`config.mk`:
```
export PLATFORM = sky130hd
export DESIGN_NAME = ptc_front
export DESIGN_NICKNAME = d
export VERILOG_FILES = /design/src/design/ptc_pkg.sv /design/src/design/ptc_front.sv
export SDC_FILE = /design/constraint.sdc
export NUM_CORES = 1
export LEC_CHECK = 0
export ABC_AREA = 0
export BUFFER_PORTS_ARGS = -buffer_cell sky130_fd_sc_hd__buf_2
export CORE_MARGIN = 4
export CORE_UTILIZATION = 30
export DETAILED_ROUTE_END_ITERATION = 7
export PLACE_DENSITY = 0.64
export SYNTH_ARGS = -nofsm -noshare
export SYNTH_HDL_FRONTEND = slang
export SYNTH_SLANG_ARGS = --single-unit
```
`constraint.sdc`:
```
create_clock -name clk -period 13.3 [get_ports clk]
set_input_delay 2.66 -clock clk [delete_from_list [all_inputs] [get_ports clk]]
set_output_delay 2.66 -clock clk [all_outputs]
set_load 0.03 [all_outputs]
```
`src/design/ptc_pkg.sv`:
```
package ptc_pkg;

  localparam logic [15:0] EtherIpv4 = 16'h0800;
  localparam logic [15:0] EtherArp  = 16'h0806;
  localparam logic [31:0] Loopback  = 32'h7F00_0001;
  localparam logic [31:0] HashMult  = 32'd2654435761;
  localparam int unsigned LoginPorts = 7;

  localparam logic [7:0] ProtoTcp  = 8'd6;
  localparam logic [7:0] ProtoUdp  = 8'd17;
  localparam logic [7:0] ProtoIcmp = 8'd1;

  localparam logic [2:0] CfgLocal0     = 3'd0;
  localparam logic [2:0] CfgLocal1     = 3'd1;
  localparam logic [2:0] CfgSynLimit   = 3'd2;
  localparam logic [2:0] CfgUdpLimit   = 3'd3;
  localparam logic [2:0] CfgIcmpLimit  = 3'd4;
  localparam logic [2:0] CfgBruteLimit = 3'd5;
  localparam logic [2:0] CfgWindow     = 3'd6;

  typedef enum logic [3:0] {
    ClsArp = 4'd0, ClsSyn = 4'd1, ClsSynAck = 4'd2, ClsFin = 4'd3, ClsRst = 4'd4,
    ClsAck = 4'd5, ClsTcpOther = 4'd6, ClsUdp = 4'd7, ClsIcmp = 4'd8, ClsOther = 4'd9
  } pkt_class_t;

  typedef enum logic [1:0] {
    FloodNone = 2'd0, FloodSyn = 2'd1, FloodUdp = 2'd2, FloodIcmp = 2'd3
  } flood_kind_t;

  // One classified item, passed from the front part to the table part.
  typedef struct packed {
    pkt_class_t  cls;
    logic        scan;
    logic        probe;
    logic        src_local;
    logic        dst_local;
    flood_kind_t flood_kind;
    logic        brute_use;
    logic [2:0]  port_slot;
    logic [31:0] src;
    logic [31:0] now;
  } job_t;

  typedef enum logic [1:0] {
    StIdle = 2'd0, StRead = 2'd1, StUpdate = 2'd2
  } back_state_t;

  function automatic logic [2:0] login_slot(input logic [15:0] port, output logic hit);
    hit = 1'b1;
    case (port)
      16'd22:   login_slot = 3'd0;
      16'd23:   login_slot = 3'd1;
      16'd3389: login_slot = 3'd2;
      16'd5900: login_slot = 3'd3;
      16'd21:   login_slot = 3'd4;
      16'd3306: login_slot = 3'd5;
      16'd1433: login_slot = 3'd6;
      default: begin
        login_slot = 3'd0;
        hit = 1'b0;
      end
    endcase
  endfunction

endpackage

```
`src/design/ptc_front.sv`:
```
module ptc_front (
  input  logic        clk,
  input  logic        rst,
  input  logic        in_valid,
  output logic        in_ready,
  input  logic [15:0] frame_length,
  input  logic [15:0] ether_type,
  input  logic [3:0]  header_words,
  input  logic [7:0]  ip_protocol,
  input  logic [31:0] src_addr,
  input  logic [31:0] dst_addr,
  input  logic [15:0] dst_port,
  input  logic [7:0]  tcp_flag_bits,
  input  logic [31:0] now_seconds,
  input  logic [31:0] local_addr_0,
  input  logic [31:0] local_addr_1,
  output logic        job_valid,
  input  logic        job_ready,
  output ptc_pkg::job_t job
);

  // Two-entry queue towards the table part.
  ptc_pkg::job_t q [2];
  logic          rd_ptr, wr_ptr;
  logic [1:0]    fill;
  ptc_pkg::job_t cj;
  logic          keep;
  logic          sl, dl, syn, ack, out_in, lhit, udp_short;
  logic [2:0]    lslot;
  logic [16:0]   udp_min;

  function automatic logic local_match(input logic [31:0] a, input logic [31:0] l0,
                                       input logic [31:0] l1);
    local_match = (a == ptc_pkg::Loopback) || (l0 != 32'd0 && a == l0) ||
                  (l1 != 32'd0 && a == l1);
  endfunction

  assign in_ready  = (fill != 2'd2);
  assign job_valid = (fill != 2'd0);
  assign job       = q[rd_ptr];

  always_comb begin
    sl      = local_match(src_addr, local_addr_0, local_addr_1);
    dl      = local_match(dst_addr, local_addr_0, local_addr_1);
    syn     = tcp_flag_bits[1];
    ack     = tcp_flag_bits[4];
    out_in  = !sl && dl;
    lslot   = ptc_pkg::login_slot(dst_port, lhit);
    udp_min = 17'd22 + {11'd0, header_words, 2'b00};
    udp_short = {1'b0, frame_length} < udp_min;
    keep    = 1'b0;
    cj      = '0;
    cj.cls  = ptc_pkg::ClsOther;
    cj.src  = src_addr;
    cj.now  = now_seconds;
    cj.port_slot = lslot;
    cj.flood_kind = ptc_pkg::FloodNone;
    if (frame_length >= 16'd14) begin
      if (ether_type == ptc_pkg::EtherArp) begin
        keep   = 1'b1;
        cj.cls = ptc_pkg::ClsArp;
      end else if (ether_type == ptc_pkg::EtherIpv4 && frame_length >= 16'd34) begin
        keep = 1'b1;
        cj.src_local = sl;
        cj.dst_local = dl;
        case (ip_protocol)
          ptc_pkg::ProtoTcp: begin
            cj.brute_use = syn && out_in && lhit;
            if (syn && !ack && dl) cj.flood_kind = ptc_pkg::FloodSyn;
            if (syn && !ack && out_in) begin
              cj.cls  = ptc_pkg::ClsSyn;
              cj.scan = 1'b1;
            end else begin
              if (syn) begin
                cj.cls  = ack ? ptc_pkg::ClsSynAck : ptc_pkg::ClsSyn;
                cj.scan = !ack && dst_port < 16'd1024;
                case (dst_port)
                  16'd445, 16'd135, 16'd139, 16'd3389, 16'd22, 16'd23, 16'd1433,
                  16'd1434, 16'd3306: cj.probe = !ack;
                  default: cj.probe = 1'b0;
                endcase
              end else if (tcp_flag_bits[0]) cj.cls = ptc_pkg::ClsFin;
              else if (tcp_flag_bits[2]) cj.cls = ptc_pkg::ClsRst;
              else if (ack) cj.cls = ptc_pkg::ClsAck;
              else cj.cls = ptc_pkg::ClsTcpOther;
            end
          end
          ptc_pkg::ProtoUdp: begin
            keep   = !udp_short;
            cj.cls = ptc_pkg::ClsUdp;
            if (dl) cj.flood_kind = ptc_pkg::FloodUdp;
            case (dst_port)
              16'd53, 16'd161, 16'd162, 16'd1900, 16'd5353: cj.probe = out_in;
              default: cj.probe = 1'b0;
            endcase
          end
          ptc_pkg::ProtoIcmp: begin
            cj.cls = ptc_pkg::ClsIcmp;
            if (dl) cj.flood_kind = ptc_pkg::FloodIcmp;
          end
          default: cj.cls = ptc_pkg::ClsOther;
        endcase
      end
    end
  end

  always_ff @(posedge clk) begin
    if (rst) begin
      rd_ptr <= 1'b0;
      wr_ptr <= 1'b0;
      fill   <= 2'd0;
    end else begin
      if (in_valid && in_ready && keep) begin
        q[wr_ptr] <= cj;
        wr_ptr    <= !wr_ptr;
      end
      if (job_valid && job_ready) rd_ptr <= !rd_ptr;
      fill <= fill + {1'b0, in_valid && in_ready && keep} - {1'b0, job_valid && job_ready};
    end
  end

endmodule

```
==> metrics <==
status=complete, no violations; H-tree depth=4; synthesized cell area=around 0.0083 mm^2; CTS hold repair buffers=0; Hold WC Path Type=reg -> reg; Cells after DPL=between 1,000 and 1,500; post-CTS sizing=0; leakage power=0.00422 uW; Starting Density=about 31%; final non-filler cell total=about 1,300; Antenna Nets Post-Route=0; Yosys cell types=50; vias post-DR=approximately 6,500; die width=~170 um; worst hold start=rd_ptr$_SDFFE_PP0P_; Syn Nets=around 850; total CTS buffers=17; Mapped Cells=611; post-layout instance area=roughly 0.011 mm^2; Area contributors post-synth=edfxtp_1 (56%), xor2_1 (14%), mux2_2 (11%), nor4_1 (5.3%), nand4_1 (1.4%); startpoint type of the worst setup path=primary input; max frequency=between 150 and 200 MHz; Worst Setup End Kind=flop; RSZ-0062 raised after global routing=no; Synth Warn #=0; largest area contributor in the netlist=edfxtp_1; setup_tns=0 ns; Tmin final=around 5.3 ns; relative slew slack=between 40% and 50%; synthesis-to-finish area growth=31.0%; most frequent cells in the layout=buf_2 (306), edfxtp_1 (156), xor2_1 (133); critical path class=in -> reg; first-iteration detailed-routing DRC count=424; Finished Core Util=40.2%; Net Switching=285 uW; slew at the pin with the worst max-slew slack=around 0.8 ns; via count of the first global-routing pass=between 6,000 and 7,000; final WL=roughly 28,000 um; Max-Cap Viols=0; Finish-stage setup viols=0; power per cell area=105 mW/mm^2; Root Buffer=clkbuf_16; final worst-path setup slack=approximately 8.0 ns; WP data arrival=about 5.6 ns; Sw Ratio=between 20% and 30%; hpwl dp=around 22,000 um; layout cell share with drive strength beyond 1=a little under half; average size of a mapped cell=between 10 and 15 um^2; Fin Clk Skew=about 0.008 ns; via-per-instance ratio=roughly 4.9; Post-Place Setup Slack=7.50 ns; combinational power share=between 10% and 20%; CP Launch Point=frame_length[11]; clock buffer depth=2; Clock power frac=between 40 and 50%; Synth Register Bits=161; Post-synth EDFFs=around 160; Clock Latency Late Sink=around 0.42 ns; crit path max fanout=10; num ports=~310; clock transition time at the flip-flop clock pins of the worst setup and hold paths=0.06 ns; largest net degree at the start of global routing=51; std cell rows=60; nets=around 1,200; gp weighted congestion=roughly 0.94; final slew viol count=0; die area=0.0305 mm^2; Worst Path Required=between 10 and 15 ns; Placed Area=just over 0.01 mm^2; # clock sinks=~160; grt total ovfl=0; ys flop type=edfxtp_1; Post-synth ARST share=0%; TritonCTS clock tree=done; Final Hold Fails=0; sequential power share=48.3%; commonest non-fill, non-tap cell in the layout=buf_2; Peak VDD IR=approximately 0.063 mV; Die Ht=around 170 um; post-CTS setup buffers=0; CORE AREA=between 0.02 and 0.03 mm^2; Tot GR Track Use=18.0%; r2r startpoint=fill[0]$_SDFF_PP0_; Pint=between 800 and 900 uW; Avg WL per Cell=~21 um; Post-route DRC=0; port bufs=between 300 and 400; Seq/Total Area, Yosys=~57%; fin crit share=between 30% and 40%; first-pass GRT wire length=41,400 um; DR pass1 iterations=5; initial antenna violation count=13; post-synth top area share=a little under three fifths
power groups by stage:
stage          Sequential, uW  Combinational [uW]  Clock (uW)
2_1_floorplan             565                38.1           0
3_3_place_gp              565                 113           0
3_5_place_dp              565                 115           0
4_1_cts                   553                 116         489
5_1_grt                   553                 127         511
6_report                  554                 118         475
kinds of logic after synthesis:
kind of cell    synth area share (%)
xor+xnor                        14.2
mux                             10.6
simple gates                    13.0
buf+inv                        0.676
compound gates                  2.90
flops                           57.5
fa+ha+maj                       1.20
metal layers:
layer / vias up / global-route usage [%] / wire, um / share of wire, %
met4: 12 / 5.14 / 491 / 1.7
li1: 3031 / - / - / -
met3: 44 / 5.54 / 2200 / 7.8
met5: - / 0 / 70 / 0.25
met1: 3143 / 23.2 / 11900 / 43
met2: 283 / 29.4 / 13400 / 48
flip-flops by register name, summed over array words and instances (netlist names), named ones only:
name,flops
fill,2
q,156
rd_ptr,1
wr_ptr,1
final cells by class:
type,count,area [um^2]
sequential,161,4790
timing repair buffer,311,1570
clock buffer,17,425
clock inverter,14,130
multi-input combinational,435,3490
inverter,6,22.5
antenna,5,12.5
tap,372,465
fill,2659,16200
synth_stat cells (2+ instances only):
library cell / instances
ha_1: 8
nor2b_1: 4
nand4b_1: 3
nor2_1: 22
mux2_2: 78
dfxtp_1: 5
nor4_1: 70
o21ai_0: 7
or3_1: 3
xor2_1: 133
nor4b_1: 3
clkbuf_1: 5
edfxtp_1: 156
nor3b_1: 4
nand2_1: 14
nor3_1: 11
or4_4: 2
buf_1: 4
and3b_1: 2
xnor2_1: 2
nand2b_1: 6
nand3_1: 5
a21oi_1: 12
inv_1: 6
and4_1: 2
nand4_1: 19
or2_2: 2
path summary, 6_finish.rpt:
path                        end  slack, ns  cells after the start
max          fill[1]$_SDFF_PP0_       8.01                     12
min                        flop       0.52                      2
max reg2reg  q[1][47]$_DFFE_PP_      11.23                      4
min reg2reg                flop       0.52                      2
critical path, stage by stage:
cell and delay, ns:
buf_2 0.11, nor4_1 0.37, nand3_1 0.20, o311ai_2 0.75
a41oi_1 0.13, o2111ai_1 0.50, ha_1 0.33, inv_1 0.05
ha_1 0.14, xor2_1 0.17, xnor2_1 0.14, nor2_1 0.05
through the flow:
step	hold WS, ns	power, uW
finish	0.517	1150
global placement	0.498	678
global route	0.554	1190
CTS	0.521	1160
detailed placement	0.501	680
floorplan	0.481	603
Power figures use the tool's default switching activity.
